## config.mk

```make
export PLATFORM = sky130hd
export DESIGN_NAME = gil_fifo
export DESIGN_NICKNAME = d
export VERILOG_FILES = /design/src/rtl/core/gil_pkg.sv /design/src/rtl/core/gil_fifo.sv
export SDC_FILE = /design/constraint.sdc
export NUM_CORES = 1
export LEC_CHECK = 0
export BUFFER_PORTS_ARGS = -buffer_cell sky130_fd_sc_hd__buf_2
export CAP_MARGIN = 20
export CORE_ASPECT_RATIO = 1.5
export CORE_UTILIZATION = 25
export DETAILED_ROUTE_END_ITERATION = 12
export PLACE_DENSITY = 0.49
export SLEW_MARGIN = 10
export SYNTH_ARGS = -nofsm -noshare
export SYNTH_HDL_FRONTEND = slang
export SYNTH_SLANG_ARGS = --single-unit
```

## constraint.sdc

```tcl
create_clock -name clk -period 10.3 [get_ports clk]
set_input_delay 0.515 -clock clk [delete_from_list [all_inputs] [get_ports clk]]
set_output_delay 0.515 -clock clk [all_outputs]
set_load 0.005 [all_outputs]
```

## src/rtl/core/gil_pkg.sv

```systemverilog
// ----------------------------------------------------------------------------
// gil_pkg: shared types and constants for the glyph index lookup core
// Request codes, queue item layout and the configuration register bundle.
// ----------------------------------------------------------------------------
package gil_pkg;

	localparam int CODE_W  = 21;
	localparam int GLYPH_W = 24;
	localparam int SLOT_W  = 10;
	localparam int REQ_W   = 2;
	localparam int CFG_IDX_W  = 2;
	localparam int CFG_DATA_W = 24;
	localparam int AR_W = 7;
	localparam int AS_W = 11;

	// Depth of the queue between the front and the back.
	localparam int QUEUE_DEPTH = 2;

	localparam logic [REQ_W-1:0] REQ_LOOKUP    = 2'd0;
	localparam logic [REQ_W-1:0] REQ_WR_RANGE  = 2'd1;
	localparam logic [REQ_W-1:0] REQ_WR_SPARSE = 2'd2;

	localparam logic [CFG_IDX_W-1:0] CFG_ACTIVE_RANGES     = 2'd0;
	localparam logic [CFG_IDX_W-1:0] CFG_ACTIVE_SPARSE     = 2'd1;
	localparam logic [CFG_IDX_W-1:0] CFG_RANGE_GLYPH_TOTAL = 2'd2;

	typedef enum logic [1:0] {
		OP_LOOKUP    = 2'd0,
		OP_WR_RANGE  = 2'd1,
		OP_WR_SPARSE = 2'd2
	} op_t;

	typedef struct packed {
		op_t               op;
		logic [SLOT_W-1:0] slot;
		logic [CODE_W-1:0] code;
		logic [CODE_W-1:0] last;
	} item_t;

	typedef struct packed {
		logic [AR_W-1:0]    active_ranges;
		logic [AS_W-1:0]    active_sparse;
		logic [GLYPH_W-1:0] range_glyph_total;
	} cfg_t;

endpackage

```

## src/rtl/core/gil_fifo.sv

```systemverilog
// ----------------------------------------------------------------------------
// gil_fifo: short operation queue
// Decouples the front from the back so that each side can stall on its own.
// ----------------------------------------------------------------------------
module gil_fifo (
	input  logic           clk,
	input  logic           arst_n,
	input  logic           push_valid,
	output logic           push_ready,
	input  gil_pkg::item_t push_item,
	output logic           pop_valid,
	input  logic           pop,
	output gil_pkg::item_t pop_item
);

	localparam int DEPTH = gil_pkg::QUEUE_DEPTH;
	localparam int PTR_W = (DEPTH > 1) ? $clog2(DEPTH) : 1;
	localparam int CNT_W = $clog2(DEPTH + 1);

	gil_pkg::item_t   slot_q [DEPTH];
	logic [PTR_W-1:0] wr_ptr_q;
	logic [PTR_W-1:0] rd_ptr_q;
	logic [CNT_W-1:0] count_q;
	logic             do_push;
	logic             do_pop;

	assign push_ready = (count_q != CNT_W'(DEPTH));
	assign pop_valid  = (count_q != '0);
	assign do_push    = push_valid & push_ready;
	assign do_pop     = pop & pop_valid;
	assign pop_item   = slot_q[rd_ptr_q];

	always_ff @(posedge clk or negedge arst_n) begin
		if (!arst_n) begin
			wr_ptr_q <= '0;
			rd_ptr_q <= '0;
			count_q  <= '0;
		end else begin
			if (do_push) begin
				wr_ptr_q <= (wr_ptr_q == PTR_W'(DEPTH - 1)) ? '0 : wr_ptr_q + PTR_W'(1);
			end
			if (do_pop) begin
				rd_ptr_q <= (rd_ptr_q == PTR_W'(DEPTH - 1)) ? '0 : rd_ptr_q + PTR_W'(1);
			end
			if (do_push && !do_pop) begin
				count_q <= count_q + CNT_W'(1);
			end else if (do_pop && !do_push) begin
				count_q <= count_q - CNT_W'(1);
			end
		end
	end

	always_ff @(posedge clk) begin
		if (do_push) begin
			slot_q[wr_ptr_q] <= push_item;
		end
	end

endmodule

```

# ---- Yosys cells after proc, flatten, opt, wreduce, memory -nomap -nowiden
# Memory sizes are Yosys's and may differ from the RTL's.
# Index checks and enable logic that the tools add are counted.
dict set report op_classes {
  n_addsub 4
  multipliers 0
  div_mod_pow 0
  magnitude_cmp 0
  n_eq_ne 1
  shift 0
  mux 6
  bitwise 2
  reduce_logical 6
}
# operator n
set op_table {}
lappend op_table {{$mux 1} 4}
lappend op_table {{$mux 2} 2}
lappend op_table {{$reduce_bool 2->1} 2}
lappend op_table {{$add 1x1->1 const B} 2}
lappend op_table {{$add 2x1->2 const B} 1}
lappend op_table {{$and 1x1->1} 2}
lappend op_table {{$logic_and 1x1->1} 2}
lappend op_table {{$logic_not 1->1} 2}
lappend op_table {{$ne 2x2->1 const B} 1}
lappend op_table {{$sub 2x1->2 const B} 1}
dict set report totals {
  register_bits 4
  latch_bits 0
  ram_bits 108
  mem_bits_ro 0
  in_bits 58
  output_inout_bits 56
  word_cells 23
  memories 1
}
# name words word_bits read_ports rd_ports_with_merged_regs wr line_no
set mem_list {}
lappend mem_list {slot_q 2 54 1 0 1 gil_fifo.sv:20} ;# gil_pkg::item_t slot_q [DEPTH];

# ---- Logic depth before layout (Yosys ltp)
dict set report depth {
  ltp_word 6
  depth_mapped 7
  ltp_nobuf 7
}

# ---- Worst setup path after synthesis
# Ideal clock, no wire load.
dict set report synth_path {
  kind {reg-to-reg}
  from {register count_q[0]}
  to {memory slot_q[0][0] in the netlist's numbering (enable)}
  setup_time_ps 466
  arrival_time_ps 2913
  t_required_ps 9834
  path_slack_ps 6922
  path_stages_with_launch 4
  n_path_buf 0
  synth_period_minus_slack_ps 3378
  cell_sequence {dfrtp_1 > nand2b_1 > nand2_1 > nor2_1}
}
dict set report synth_via {
  elab_chain_cells 4
}
# element line_no
set synth_rtl {}
lappend synth_rtl {{start, declared} gil_fifo.sv:23} ;# logic [CNT_W-1:0] count_q;
lappend synth_rtl {{start signal, assigned} gil_fifo.sv:46} ;# count_q <= count_q + CNT_W'(1);
lappend synth_rtl {{start signal, assigned} gil_fifo.sv:48} ;# count_q <= count_q - CNT_W'(1);
lappend synth_rtl {{$ne 2x2->1} gil_fifo.sv:27} ;# assign push_ready = (count_q != CNT_W'(DEPTH));
lappend synth_rtl {{via push_ready} gil_fifo.sv:9} ;# output logic push_ready,
lappend synth_rtl {{$and 1x1->1} gil_fifo.sv:29} ;# assign do_push = push_valid & push_ready;
lappend synth_rtl {{$mux 1} gil_fifo.sv:54} ;# if (do_push) begin
lappend synth_rtl {{$mux 1 (not written as such)} gil_fifo.sv:55} ;# slot_q[wr_ptr_q] <= push_item;
lappend synth_rtl {{end, declared} gil_fifo.sv:20}
# The timed path passes the listed nets, and every way through them passes these cells.

==> metrics.md <==
| Metric | Value |
|---|---|
| Final Core Density | between 30% and 40% |
| Run status | complete, no violations |
| Finish-stage setup viols | 0 |
| All-layer global routing usage | 8.87% |
| Cell types with the highest counts after synthesis | edfxtp_1, mux2_4, buf_12, mux2_2, dfrtp_1 |
| Fin. Hold Viols | 0 |
| ANT nets after route | 0 |
| Dominant cell type by area after synthesis | edfxtp_1 |
| Core ar. | between 15000 and 20000 µm² |
| Total standard cell area after synthesis | between 4000 and 5000 µm² |
| Vias in the first global route | 2189 |
| Clock slew at reported path FFs | 0.08 ns |
| CTS root buffer | clkbuf_16 |
| Combinational share of power | a little over a quarter |
| Total routed wirelength | between 7 and 8 mm |
| Drt initial violations | 56 |
| Port buffer count | ~110 |
| Final Cycle Share | around 25% |
| Max Clock Skew | 0.0104 ns |
| Biggest fanout along the worst timing path | 55 |
| Clock sinks | 112 |
| Fraction of post-synthesis cell area in the top cell type by area | between 70% and 80% |
| HPWL after detailed placement | a little over 5 mm |
| Drt via density | 3.92 |
| Setup repair after global routing missed its margin | no |
| Synth top area cells | edfxtp_1, mux2_4, buf_12 |
| Count of unique library cells instantiated by Yosys | 15 |
| Power density normalized to cell area | between 200 and 300 nW/µm² |
| Power Internal | between 0.001 and 0.0015 W |
| Classification of the worst setup path | reg2out |
| Sequential cell area fraction in the yosys report | between 70% and 80% |
| Power Total | ~0.0015 W |
| Mapped Avg Cell Area | ~23 µm² |
| HP Class | in2reg |
| Floorplan die height | between 150 and 200 µm |
| Number of enable-type register cells in the synthesized netlist | 108 |
| Part of the power in registers | slightly below 50% |
| Starting density of the core | 25.7% |
| Clock latency on the worst-skew pair | roughly 0.34 ns |
| Clock tree from TritonCTS | done |
| Synthesized netlist net count | 245 |
| Number of buffers on the longest clock path | 2 |
| Total Neg Setup Slack | 0 ns |
| Pin count of the biggest net entering global routing | 56 |
| Post-route non-filler standard cell count | 523 |
| Critical Path Start Type | register |
| Leakage dissipation | approximately 2.1 nW |
| P_sw | ~0.00040 W |
| Fraction of power spent switching nets | 27.2% |
| Area Growth Syn to Fin | 24.5% |
| Leading cell type by number of instances after synthesis | edfxtp_1 |
| Fraction of registers with async set/reset | 3.57% |
| Count of warnings emitted by yosys | 0 |
| Time the final worst path needs with I/O delays and setup | around 2.5 ns |
| H-tree levels | 3 |
| Number of placement rows | slightly below 60 |
| Final slew viol count | 0 |
| Worst Tran Pin Value | around 1.0 ns |
| Maximum vdd drop | around 230 µV |
| Die area | around 18000 µm² |
| Remaining DRCs | 0 |
| Endpoint type of the worst setup path | primary output |
| Last weighted congestion value of the routability-driven placer | between 0.6 and 0.7 |
| Most used flip-flop cell after synthesis | edfxtp_1 |
| Max_slew headroom | between 30% and 40% |
| Data required time of the critical path | about 10 ns |
| Number of buffers created by CTS | 9 |
| Fin nets | 366 |
| DR vias | just over 2000 |
| Die width | approximately 110 µm |
| Upper clock frequency limit | between 300 and 400 MHz |
| Signal arrival time at the worst endpoint | 2.02 ns |
| Count of pins on the block boundary | ~110 |
| Count of TritonRoute iterations in the first routing pass | 3 |
| Wire per inst | around 15 µm |
| Antenna violations before repair | 2 |
| Max-capacitance violation count | 0 |
| Share of total power in the clock network | between 20% and 30% |
| Share of final-layout standard cells stronger than drive strength 1 | 59.9% |
| Wire length of the first global-routing pass | roughly 11 mm |
| Post-cts repair resize count | 0 |
| Synthesized netlist cell count | approximately 190 |
| Congestion Overflow GR | 0 |
| Flip-flop and latch count after synthesis | about 110 |
| Number of cells in the design after placement | roughly 500 |
-- layout by cell type, fill, tap and decap left out, types with 2 or more instances in the layout --
cell	netlist	routed
clkinv_4	0	2
mux2_4	49	49
buf_2	0	113
edfxtp_1	108	108
xnor2_1	3	3
buf_4	0	2
clkbuf_16	0	9
mux2_2	5	5
dfrtp_1	4	3
nand2_1	2	2
inv_8	0	2
xor2_1	2	2
-- final cells by class --
type	count	area, µm²
well taps	210	263
flip-flops and latches	112	3350
diodes	1	2.50
fillers	1659	11500
clock buffers	10	229
repair buffers	116	591
clock inverters	6	77.6
inverters	1	3.75
multi-input cells	67	891
-- timing repair --
action | in CTS | in global routing
endpoints found under the hold margin | 4 | 0
setup buffers | 0 | 0
hold buffers | 1 | 0
-- state kept, by name (all words and copies together), names as in the netlist --
signal	cells
wr_ptr_q	1
slot_q	108
rd_ptr_q	1
count_q	2
-- power by group through the flow --
| stage | clock network (W) | registers (W) | logic [W] |
|---|---|---|---|
| after floorplan | 0 | 0.000660 | 0.000344 |
| final | 0.000354 | 0.000710 | 0.000398 |
| after global placement | 0 | 0.000721 | 0.000410 |
| after global routing | 0.000388 | 0.000726 | 0.000439 |
| after detailed placement | 0 | 0.000726 | 0.000413 |
| after CTS | 0.000370 | 0.000716 | 0.000414 |
-- per-layer routing --
metal	routed length [µm]	vias to the layer above	GRT usage, %
li1	-	967	-
met1	2820	1006	9.11
met2	4250	63	15.8
met3	447	11	2.71
met4	162	2	4.73
met5	13	-	0
-- cell families after synthesis --
family                     after synthesis  synth area share [%]
xor gates and xnor gates                 5                  1.01
muxes                                   54                  18.2
buffers and inverters                    7                  2.65
and+or+nand+nor                          7                 0.779
DFF                                    112                  77.0
adders and majority gates                1                 0.288
-- critical path, stage by stage (launching register included) --
cell and delay [ns]:
dfrtp_4 1.10, mux2_2 0.42, buf_2 0.12
-- stage by stage --
| step | hold slack [ns] | worst slack [ns] | cell area, µm² |
|---|---|---|---|
| finish | 0.354 | 7.76 | 5400 |
| global route | 0.335 | 7.62 | 5400 |
| CTS | 0.335 | 7.68 | 5400 |
| detailed placement | 0.330 | 8.02 | 5080 |
| global placement | 0.327 | 8.06 | 5080 |
| floorplan | 0.219 | 6.92 | 4340 |
-- final timing paths --
kind | start | endpoint | slack, ns | depth (start not counted)
worst max-delay path | rd_ptr_q | pop_item[33] | 7.76 | 2
worst min-delay path | push_item[40] | slot_q[1][40] | 0.35 | 1
worst max register to register | count_q[0] | slot_q[0][16] | 8.11 | 4
worst min register to register | count_q[1] | count_q[1] | 0.50 | 1
max in group asynchronous | arst_n | rd_ptr_q | 9.67 | 2
min in group asynchronous | arst_n | rd_ptr_q | 0.50 | 2
No activity file was read; power rests on OpenSTA's default activity.
