<file path="src/rtl/core/gil_pkg.sv">
// ----------------------------------------------------------------------------
// gil_pkg: shared types and constants for the glyph index lookup core
// Request codes, queue item layout and the configuration register bundle.
// ----------------------------------------------------------------------------
package gil_pkg;

	localparam int CODE_W  = 21;
	localparam int GLYPH_W = 24;
	localparam int SLOT_W  = 10;
	localparam int REQ_W   = 2;
	localparam int CFG_IDX_W  = 2;
	localparam int CFG_DATA_W = 24;
	localparam int AR_W = 7;
	localparam int AS_W = 11;

	// Depth of the queue between the front and the back.
	localparam int QUEUE_DEPTH = 2;

	localparam logic [REQ_W-1:0] REQ_LOOKUP    = 2'd0;
	localparam logic [REQ_W-1:0] REQ_WR_RANGE  = 2'd1;
	localparam logic [REQ_W-1:0] REQ_WR_SPARSE = 2'd2;

	localparam logic [CFG_IDX_W-1:0] CFG_ACTIVE_RANGES     = 2'd0;
	localparam logic [CFG_IDX_W-1:0] CFG_ACTIVE_SPARSE     = 2'd1;
	localparam logic [CFG_IDX_W-1:0] CFG_RANGE_GLYPH_TOTAL = 2'd2;

	typedef enum logic [1:0] {
		OP_LOOKUP    = 2'd0,
		OP_WR_RANGE  = 2'd1,
		OP_WR_SPARSE = 2'd2
	} op_t;

	typedef struct packed {
		op_t               op;
		logic [SLOT_W-1:0] slot;
		logic [CODE_W-1:0] code;
		logic [CODE_W-1:0] last;
	} item_t;

	typedef struct packed {
		logic [AR_W-1:0]    active_ranges;
		logic [AS_W-1:0]    active_sparse;
		logic [GLYPH_W-1:0] range_glyph_total;
	} cfg_t;

endpackage

</file>
<file path="src/rtl/core/gil_front.sv">
// ----------------------------------------------------------------------------
// gil_front: request intake and classification
// Registers each request beat, drops requests that have no effect and hands
// the rest to the queue as operations.
// ----------------------------------------------------------------------------
module gil_front #(
	parameter int MAX_RANGES = 64,
	parameter int MAX_SPARSE = 1024
) (
	input  logic                          clk,
	input  logic                          arst_n,
	input  logic                          in_valid,
	output logic                          in_stall,
	input  logic [gil_pkg::REQ_W-1:0]     req_type,
	input  logic [gil_pkg::SLOT_W-1:0]    slot,
	input  logic [gil_pkg::CODE_W-1:0]    code_point,
	input  logic [gil_pkg::CODE_W-1:0]    range_last,
	output logic                          push_valid,
	input  logic                          push_ready,
	output gil_pkg::item_t                push_item
);

	logic           valid_s1;
	gil_pkg::item_t item_s1;
	logic           keep;
	gil_pkg::op_t   op;
	logic           accept;
	logic [31:0]    slot_ext;

	assign slot_ext = 32'(slot);

	always_comb begin
		keep = 1'b0;
		op   = gil_pkg::OP_LOOKUP;
		unique case (req_type)
			gil_pkg::REQ_LOOKUP: begin
				keep = 1'b1;
				op   = gil_pkg::OP_LOOKUP;
			end
			gil_pkg::REQ_WR_RANGE: begin
				keep = (slot_ext < 32'(MAX_RANGES));
				op   = gil_pkg::OP_WR_RANGE;
			end
			gil_pkg::REQ_WR_SPARSE: begin
				keep = (slot_ext < 32'(MAX_SPARSE));
				op   = gil_pkg::OP_WR_SPARSE;
			end
			default: begin
				keep = 1'b0;
			end
		endcase
	end

	assign in_stall   = valid_s1 & ~push_ready;
	assign accept     = in_valid & ~in_stall;
	assign push_valid = valid_s1;
	assign push_item  = item_s1;

	always_ff @(posedge clk or negedge arst_n) begin
		if (!arst_n) begin
			valid_s1 <= 1'b0;
		end else if (accept) begin
			valid_s1 <= keep;
		end else if (push_ready) begin
			valid_s1 <= 1'b0;
		end
	end

	always_ff @(posedge clk) begin
		if (accept) begin
			item_s1.op   <= op;
			item_s1.slot <= slot;
			item_s1.code <= code_point;
			item_s1.last <= range_last;
		end
	end

endmodule

</file>
<file path="config.mk">
export PLATFORM = sky130hd
export DESIGN_NAME = gil_front
export DESIGN_NICKNAME = d
export VERILOG_FILES = /design/src/rtl/core/gil_pkg.sv /design/src/rtl/core/gil_front.sv
export SDC_FILE = /design/constraint.sdc
export NUM_CORES = 1
export LEC_CHECK = 0
export ABC_AREA = 1
export BUFFER_PORTS_ARGS = -buffer_cell sky130_fd_sc_hd__buf_2
export CAP_MARGIN = 10
export CORE_ASPECT_RATIO = 0.7
export CORE_MARGIN = 5
export CORE_UTILIZATION = 44
export DETAILED_ROUTE_END_ITERATION = 8
export PLACE_DENSITY = 0.84
export SLEW_MARGIN = 20
export SYNTH_ARGS = -nofsm -noshare
export SYNTH_HDL_FRONTEND = slang
export SYNTH_SLANG_ARGS = --single-unit
</file>
<file path="constraint.sdc">
create_clock -name clk -period 8 [get_ports clk]
set_input_delay 0.8 -clock clk [delete_from_list [all_inputs] [get_ports clk]]
set_output_delay 0.8 -clock clk [all_outputs]
set_load 0.02 [all_outputs]
</file>
# Yosys cells after proc, flatten, opt, wreduce, memory -nomap -nowiden
# Index checks and enable logic that the tools add are counted.
# Widths: inputs -> output; s select.
dict set report classes {
  n_lt_le_gt_ge 2
  n_eq_ne 2
  n_mux 4
  bitwise_logic 4
  n_reduce_logical 2
}
# operator count
set ops {}
lappend ops {{$lt 10x11->1 const B} 1}
lappend ops {{$lt 10x7->1 const B} 1}
lappend ops {{$pmux 2 s2} 1}
lappend ops {{$pmux 1 s3} 1}
lappend ops {{$and 1x1->1} 2}
lappend ops {{$eq 2x1->1 const B} 1}
lappend ops {{$eq 2x2->1 const B} 1}
lappend ops {{$logic_not 2->1} 1}
lappend ops {{$mux 1} 2}
lappend ops {{$not 1->1} 2}
lappend ops {{$reduce_bool 2->1} 1}
dict set report totals {
  regBits 55
  input_bits 58
  output_inout_bits 56
  elab_cells 19
}

# Depth between registers and ports, before layout
# Gate-level depths: netlist of the first run.
dict set report logic_depth {
  ltp_word 5
  depth_mapped 5
  mapped_depth_nobuf 5
}

# Least setup slack after synthesis of the first run
# OpenSTA, ideal clock, no wires.
dict set report synth_timing {
  path_type {input-to-reg}
  start {input push_ready}
  end {register item_s1 (netlist bit push_item[0]) (enable)}
  setup_ns 0.466
  t_arrival_ns 3.284
  required_ns 7.534
  slack_ns 4.250
  path_stages 4
  path_buffers 0
  path_cell_list {inv_1 > nand2_1 > inv_1 > nor2_1}
}
dict set report synth_between {
  elab_chain_cells 4
}
# element line
set synth_rtl {}
lappend synth_rtl {{from (decl)} gil_front.sv:19} ;# input logic push_ready,
lappend synth_rtl {{$not 1->1} gil_front.sv:54} ;# assign in_stall = valid_s1 & ~push_ready;
lappend synth_rtl {{$and 1x1->1} gil_front.sv:54}
lappend synth_rtl {{net in_stall} gil_front.sv:13} ;# output logic in_stall,
lappend synth_rtl {{$not 1->1} gil_front.sv:55} ;# assign accept = in_valid & ~in_stall;
lappend synth_rtl {{$and 1x1->1} gil_front.sv:55}
lappend synth_rtl {{net accept} gil_front.sv:27} ;# logic accept;
lappend synth_rtl {{to (decl)} gil_front.sv:24} ;# gil_pkg::item_t item_s1;
# The timed path passes the listed nets, and every way through them passes these cells.
# A chain may end at the register's enable or synchronous reset.

# Worst setup path after layout of the first run
dict set report layout_timing {
  start {input push_ready}
  end {output in_stall}
}
dict set report layout_between {
  elab_chain_cells 2
}
# element line
set layout_rtl {}
lappend layout_rtl {{$not 1->1} gil_front.sv:54}
lappend layout_rtl {{$and 1x1->1} gil_front.sv:54}
lappend layout_rtl {{to (decl)} gil_front.sv:13}
# Every way passes these cells.

==> results of run 1 <==
[routing by layer]
layer	share of wire	GRT usage
met3	0.18	0.0832
met2	0.45	0.217
met4	0.0067	0.0474
met1	0.36	0.140
met5	0	0
[through the flow]
step / hold WS, ns / instance area, sq um
after global routing: 0.240 / 2430
after detailed placement: 0.495 / 2350
after floorplan: 0.504 / 1710
after global placement: 0.484 / 2350
final: 0.268 / 2430
after CTS: 0.254 / 2430
[layout make-up]
| type | instances | area share |
|---|---|---|
| Timing Repair Buffer | 114 | 0.236 |
| Tap cell | 52 | 0.0268 |
| Multi-Input combinational cell | 10 | 0.0191 |
| Sequential cell | 55 | 0.678 |
| Clock inverter | 1 | 0.00309 |
| Inverter | 6 | 0.00927 |
| Clock buffer | 5 | 0.0283 |
[how the worst max path moves through the flow]
stage / start / endpoint / slack, ns
after global routing: push_ready / in_stall / 5.86
after detailed placement: push_ready / in_stall / 5.92
after CTS: push_ready / in_stall / 5.92
final: push_ready / in_stall / 5.93
after floorplan: push_ready / push_item[0] / 4.25
after global placement: push_ready / in_stall / 5.94
[flip-flops by register name, indices dropped and copies added (netlist names)]
signal      flops
push_item      54
push_valid      1
[power by group through the flow]
stage                     Clock (W)  Combinational (W)  Sequential (W)
after floorplan                   0         0.00000765        0.000373
after global placement            0          0.0000630        0.000348
after detailed placement          0          0.0000642        0.000349
after CTS                  0.000139          0.0000642        0.000342
after global routing       0.000154          0.0000679        0.000344
final                      0.000133          0.0000631        0.000342
[cells in the mapped netlist]
cell and count:
edfxtp_1 54, nor2_1 5, nand3_1 1, dfrtp_1 1, inv_1 6, nand2_1 4
[worst max-delay path, stage by stage]
cell and delay [ns]:
buf_2 0.09, inv_1 0.04, nand2_1 0.05, inv_1 0.10, buf_2 0.18
[cell families (layout without fill, tap and decap cells)]
| logic type | Yosys count | after routing | synth area share |
|---|---|---|---|
| buffers and inverters | 6 | 126 | 0.0132 |
| and+or+nand+nor | 10 | 10 | 0.0227 |
| DFF | 55 | 55 | 0.964 |
==> out/summary.txt, run 1 <==
Hold-fix buffers, CTS -> 0
Area Growth Syn to Fin -> 42.3%
Total Nets Final -> 250
Hold Vio Cnt, Final -> 0
initial core utilization -> 0.446
largest net degree at the start of global routing -> 55
Initial DRC Count -> 31
endpoints failing setup -> 0
clock-pin slew on the worst setup and hold paths -> 0.08 ns
clock share of power -> 0.247
initial antenna violation count -> 0
grt total ovfl -> 0
Antenna Cells -> 0
Max IR drop VDD -> 0.140 mV
first-pass GRT wire length -> 5290 microns
Multi-input gate area -> 46.3 sq um
power share of the combinational group -> 0.117
Post-CTS Resized -> 0
#FFs+latches synth -> 55
Crit. End Element -> output pin
fin cells -> 243
period utilization -> 0.259
Vias -> 1046
status -> completed
final wirelength -> 3420 microns
pwr dens -> 221 nW/um^2
DRC viols -> 0
clock sinks -> 55
# Max-Cap Violations -> 0
vias in the first global route -> 1136
Tmin final -> 2.07 ns
Placeable Area -> 3830 sq um
Die Y -> 62.1 microns
overall routing resource usage -> 0.132
share of the synthesized area in the top cell type -> 0.949
Distinct cells, synth -> 6
most frequent cells in the layout -> buf_2 (113), edfxtp_1 (54), inv_1 (6), clkbuf_8 (5)
die area -> 5250 sq um
internal power -> 0.000418 W
flop2flop setup slack -> 6.48 ns
Lkg Pwr -> 1.08 nW
Slew @ Worst Pin -> 0.638 ns
RSZ-0062 raised after global routing -> false
dpl cells -> 237
overall power -> 0.000538 W
Hold Path Class -> in2async
IO buf count -> 113
Post-CTS Setup Inserts -> 0
sw power -> 0.000120 W
Total Neg Setup Slack -> 0 ns
CP arrival -> 1.27 ns
fmax -> 482 MHz
RR Endpoint -> push_item[3]
WL per Instance -> 14.1 microns
Synth Warn # -> 0
final core occ -> 0.635
IO Count -> 114
Seq/Total Area, Yosys -> 0.964
PnR worst setup slack -> 5.93 ns
CTS root buffer -> clkbuf_8
sequential cell area -> 1650 sq um
Synth area leader -> edfxtp_1
Sw Share -> 0.223
DP HPWL -> 2730 microns
Cells after Synth -> 71
std cell rows -> 19
DR vias/cell -> 4.30
relative slew slack -> 0.575
FILL cells -> 292
Final Max Tran Viols -> 0
H-tree depth -> 2
CP required -> 7.20 ns
commonest non-fill, non-tap cell in the layout -> buf_2
critical path peak fanout -> 2
CTS tree -> done
kind of critical path -> in2out
first-pass detailed-route iteration total -> 4
GPL Wtd Cong -> 0.744
buffer depth of the longest clock path -> 2
dpl ws -> 5.92 ns
reg2reg start -> push_valid
worst r2r path cells -> 4
clock latency on the worst-skew pair -> 0.29 ns
Synth Cell Area -> 1710 sq um
Die Width -> 84.5 microns
Syn Area/Cell -> 24.1 sq um
fraction of layout cells with a size suffix above 1 -> 0.634
CP Launch Type -> input port
Num CTS Buffers -> 5
top post-synthesis cells by area -> edfxtp_1 (95%), dfrtp_1 (1.5%), inv_1 (1.3%)
antenna-violating nets left -> 0
syn_nets -> 129
Seq pwr share -> 0.635
Clock Skew -> 0.00423 ns
(Power assumes the default switching activity.)
==> inputs of run 2 (changes only) <==
Settings changed: ABC_AREA 1 to 0, CORE_UTILIZATION 44 to 40, PLACE_DENSITY 0.84 to 0.77.
Clock period 8 ns to 2.1 ns, I/O delays scaled along.
==> run 2 against run 1 <==
Against the previous run:
- final cell count fell by 1.2%
- synthesized cell count fell by 9.9%
- non-clock buffer count rose by 2
- combinational power rose to 3.9 times the previous value
- synthesized area fell by 0.37%
- count of clock-buffer cells in the layout rose by 1
- hold slack got worse by 0.19 ns
- register-to-register slack got worse by 5.8 ns
- clock skew rose by 0.0022 ns
- critical path type is now reg2reg
==> out/summary.txt, run 2 <==
status -> completed
CTS tree -> done
first-pass GRT wire length -> 5110 microns
slowest cell on the critical path -> dfrtp_1
Die Width -> 88.0 microns
Num CTS Buffers -> 5
grt total ovfl -> 0
main combinational cell family by area after synthesis -> simple AND/OR/NAND/NOR gates
Vias -> 1048
Post-CTS Setup Inserts -> 0
std cell rows -> 19
top post-synthesis cells by area -> edfxtp_1 (95%), dfrtp_1 (1.5%), nor2b_1 (1.1%)
period utilization -> 0.661
fraction of layout cells with a size suffix above 1 -> 0.660
RSZ-0062 raised after global routing -> false
Area Growth Syn to Fin -> 44.0%
endpoints failing setup -> 0
H-tree depth -> 2
Crit. End Element -> register
CP required -> 2.06 ns
Sw Share -> 0.231
Total Nets Final -> 245
Slew @ Worst Pin -> 0.400 ns
mux cell area share after synthesis -> 0
ys flop type -> edfxtp_1
Tmin final -> 1.39 ns
Synth Warn # -> 0
initial core utilization -> 0.424
Lkg Pwr -> 1.06 nW
Distinct cells, synth -> 9
clock-pin slew on the worst setup and hold paths -> 0.09 ns
Cells after Synth -> 64
share of the synthesized area in the top cell type -> 0.953
DP HPWL -> 2860 microns
Synth top cells by count -> edfxtp_1 (54), nor2b_1 (3)
clock sinks -> 55
Post-Synth Adder-Cell Area -> 0
Syn Area/Cell -> 26.6 sq um
#FFs+latches synth -> 55
Synth Area in Compound Gates -> 0.00294
CP Launch Type -> register
first-pass detailed-route iteration total -> 2
fmax -> 720 MHz
Clock Skew -> 0.00642 ns
CTS root buffer -> clkbuf_8
DRC viols -> 0
Synth area leader -> edfxtp_1
antenna-violating nets left -> 0
met2 usage -> 0.196
WL per Instance -> 15.3 microns
WHS Path Cells -> 1
DR vias/cell -> 4.37
Total Neg Setup Slack -> 0 ns
commonest non-fill, non-tap cell in the layout -> buf_2
internal power -> 0.00161 W
Post-Place Cell Area -> 2350 sq um
clock share of power -> 0.260
GPL Wtd Cong -> 0.753
Initial DRC Count -> 47
most frequent cells in the layout -> buf_2 (113), edfxtp_1 (54), clkbuf_8 (5), nor2b_1 (2), buf_4 (2)
Hold Vio Cnt, Final -> 0
syn_nets -> 122
number of synthesized flops with an enable pin -> 54
power share of the combinational group -> 0.118
final instance area -> 2450 sq um
# Max-Cap Violations -> 0
worst r2r path cells -> 3
max FFs per register -> 54
critical path peak fanout -> 32
IO buf count -> 113
kind of critical path -> reg2reg
final wirelength -> 3670 microns
sw power -> 0.000483 W
Placeable Area -> 4020 sq um
Final Max Tran Viols -> 0
Antenna Cells -> 0
Min Hold Slack -> 0.0798 ns
Simple-Gate Fraction of Synth Area -> 0.0272
Seq pwr share -> 0.622
CP arrival -> 1.35 ns
buffer depth of the longest clock path -> 2
IO Count -> 114
Hold Path Class -> in2reg
grt met1 use -> 0.135
initial antenna violation count -> 0
M3 GR Usage -> 0.0823
clock latency on the worst-skew pair -> 0.30 ns
xor-xnor portion of the synthesized cell area -> 0
relative slew slack -> 0.733
vias in the first global route -> 1072
pwr dens -> 854 nW/um^2
largest net degree at the start of global routing -> 33
overall routing resource usage -> 0.124
Max IR drop VDD -> 0.487 mV
Synth Cell Area -> 1700 sq um
die area -> 5680 sq um
overall power -> 0.00209 W
Seq/Total Area, Yosys -> 0.968
Die Y -> 64.6 microns
asr flop ratio synth -> 0.0182
count leader, synth -> edfxtp_1
final core occ -> 0.610
CP peak stage delay -> 0.38 ns
Top Usage Layer GRT -> met2
crit-path cells -> nor2b_1 > nor2b_4 > buf_4
[run 2: cell types whose count changed in the layout (fill, tap and decap cells not counted), sizes merged]
| cell | change |
|---|---|
| nand3 | -1 |
| nor2 | -4 |
| inv | -5 |
| nor2b | +3 |
| a21oi | +1 |
| nand2 | -3 |
| clkbuf | +1 |
| dlygate4sd3 | +1 |
| nand3b | +1 |
| clkinv | +1 |
| buf | +1 |
| nor4 | +1 |
[run 2: timing repair]
action                    CTS  global route
resized for setup           0             0
hold endpoints to repair    1             0
hold buffers                1             0
[run 2: area by class of cell]
class                   instances  area [sq um]
fillers                       328          1570
clock buffers                   6          72.6
clock inverters                 2          12.5
well taps                      52          65.1
multi-input cells               8          58.8
flip-flops and latches         55          1650
inverters                       1          3.75
repair buffers                116           591
[run 2: kinds of logic after synthesis]
kind of cell | count (synthesis)
buffers and inverters | 1
and+or+nand+nor | 7
AOI/OAI and AO/OA | 1
DFF | 55
[run 2: layer usage]
layer / wire length [microns] / vias to the layer above
met3: 674 / 4
li1: - / 496
met1: 1370 / 470
met2: 1600 / 78
met4: 29 / 0
met5: 0 / -
[run 2: worst max-delay path, delay by kind of cell, from the launching register on]
family                 cells  cell delay, ns
AND/OR/NAND/NOR            2            0.29
buffers and inverters      1            0.37
flip-flops                 1            0.38
[run 2: power by group through the flow]
stage	registers [W]	logic, W	clock network, W
floorplan	0.00142	0.0000308	0
global placement	0.00132	0.000246	0
detailed placement	0.00133	0.000249	0
CTS	0.00130	0.000251	0.000567
global route	0.00131	0.000265	0.000636
finish	0.00130	0.000247	0.000543
[run 2: path summary, 6_finish.rpt]
check,slack (ns),endpoint,startpoint
worst max-delay path,0.71,push_item[13],push_valid
worst min-delay path,0.08,push_item[39],code_point[18]
worst max register to register,0.71,push_item[13],push_valid
worst min register to register,0.75,push_valid,push_valid
max in group asynchronous,1.81,push_valid,arst_n
min in group asynchronous,0.21,push_valid,arst_n
[run 2: per-stage QoR]
| step | std cells | setup WS, ns |
|---|---|---|
| floorplan | 64 | 0.137 |
| global placement | 231 | 0.746 |
| detailed placement | 231 | 0.724 |
| CTS | 240 | 0.706 |
| global route | 240 | 0.631 |
| finish | 240 | 0.712 |
==> inputs of run 3 (changes only) <==
Clock period 2.1 ns to 1.3 ns, I/O delays scaled along.
==> run 3 against run 2 <==
Against the previous run:
- critical path depth stayed put
- via count is 17% higher
- core utilization is 11 points higher
- clock skew shrank 0.00094 ns
- maximum frequency increased by 11%
- routed wire length is 19% higher
- design area increased by 18%
- non-clock buffer count rose by 41
- die area stayed put
- critical path type unchanged
- critical endpoint is now push_item[46]
- highest routed layer unchanged
==> out/summary.txt, run 3 (synthesized netlist as in run 2, its figures left out) <==
endpoints failing setup -> 0
clock-pin slew on the worst setup and hold paths -> 0.09 ns
pwr dens -> 1210 nW/um^2
CTS tree -> done
Total Neg Setup Slack -> 0 ns
Crit. End Element -> register
grt total ovfl -> 0
clock sinks -> 55
final wirelength -> 4390 microns
Clock Skew -> 0.00548 ns
critical path peak fanout -> 14
FILL cells -> 255
buffer depth of the longest clock path -> 2
die area -> 5680 sq um
period utilization -> 0.958
relative slew slack -> 0.860
Final Max Tran Viols -> 0
CP arrival -> 1.24 ns
CP Launch Type -> register
DR vias/cell -> 4.36
DP HPWL -> 3060 microns
most frequent cells in the layout -> buf_2 (113), edfxtp_1 (54), dlygate4sd3_1 (41), clkbuf_8 (5)
vias in the first global route -> 1239
Total Nets Final -> 286
commonest non-fill, non-tap cell in the layout -> buf_2
sequential cell area -> 1650 sq um
Num CTS Buffers -> 5
initial core utilization -> 0.424
Die Width -> 88.0 microns
Multi-input gate area -> 66.3 sq um
Lkg Pwr -> 1.24 nW
Die Y -> 64.6 microns
Tmin final -> 1.25 ns
initial antenna violation count -> 0
Initial DRC Count -> 38
# Max-Cap Violations -> 0
CP required -> 1.30 ns
IO Count -> 114
DRC viols -> 0
Area Growth Syn to Fin -> 69.4%
std cell rows -> 19
Hold Vio Cnt, Final -> 0
first-pass detailed-route iteration total -> 4
fraction of layout cells with a size suffix above 1 -> 0.555
WL per Instance -> 15.6 microns
CTS root buffer -> clkbuf_8
GPL Wtd Cong -> 0.780
antenna-violating nets left -> 0
Antenna Cells -> 0
final core occ -> 0.718
Placeable Area -> 4020 sq um
kind of critical path -> reg2reg
Slew @ Worst Pin -> 0.208 ns
Min Hold Slack -> 0.0118 ns
fmax -> 803 MHz
largest net degree at the start of global routing -> 30
first-pass GRT wire length -> 5950 microns
Max IR drop VDD -> 0.830 mV
IO buf count -> 113
max FFs per register -> 54
Vias -> 1224
clock latency on the worst-skew pair -> 0.30 ns
Hold Path Class -> in2reg
status -> completed
Post-CTS Setup Inserts -> 0
overall routing resource usage -> 0.144
H-tree depth -> 2
RSZ-0062 raised after global routing -> false
## run 3: changes by cell type in the layout (fill, tap and decap cells not counted), sizes merged
| cell | before | now |
|---|---|---|
| clkinv | 1 | 2 |
| clkbuf | 6 | 5 |
| buf | 115 | 116 |
| dlygate4sd3 | 1 | 41 |
## run 3: critical path, stage by stage (launching register included)
cell	delay, ns
dfrtp_2	0.42
nor2b_4	0.14
nor2b_4	0.15
buf_4	0.24
## run 3: layout make-up
cell class	instances	share of cell area
multi-input cells	8	0.0230
flip-flops and latches	55	0.572
clock buffers	5	0.0239
well taps	52	0.0226
inverters	1	0.00130
clock inverters	3	0.00694
repair buffers	157	0.351
## run 3: per-layer routing
layer	vias to the layer above	GRT usage	wire, microns
met5	-	0	0
met4	0	0.0460	19
met2	85	0.260	2220
met3	3	0.0582	601
li1	577	-	-
met1	559	0.153	1550
## run 3: through the flow
stage / std cells / worst slack (ns) / power, W / instance area [sq um]
finish: 281 / 0.0549 / 0.00350 / 2880
global route: 281 / 0.0133 / 0.00367 / 2880
CTS: 266 / 0.0386 / 0.00351 / 2730
detailed placement: 232 / 0.0514 / 0.00257 / 2380
global placement: 232 / 0.0988 / 0.00255 / 2380
floorplan: 64 / -0.542 / 0.00234 / 1720
## run 3: worst paths after layout
path                               start            end  slack [ns]  depth (start not counted)
min in group asynchronous         arst_n     push_valid        0.12                          2
setup reg to reg              push_valid  push_item[46]        0.05                          3
setup / recovery              push_valid  push_item[46]        0.05                          3
hold / removal             range_last[3]   push_item[3]        0.01                          1
max in group asynchronous         arst_n     push_valid        1.08                          2
hold reg to reg               push_valid     push_valid        0.69                          3
## run 3: what timing repair did
action                     4_1_cts  5_1_grt
hold endpoints to repair        26       15
setup endpoints to repair        0        0
gates resized for setup          0        0
hold buffers                    26       15
## run 3: power by group
group          leakage [nW]  internal (W)  switching (W)
Clock                0.0418      0.000376       0.000506
Sequential            0.531       0.00208      0.0000269
Combinational         0.668      0.000234       0.000281
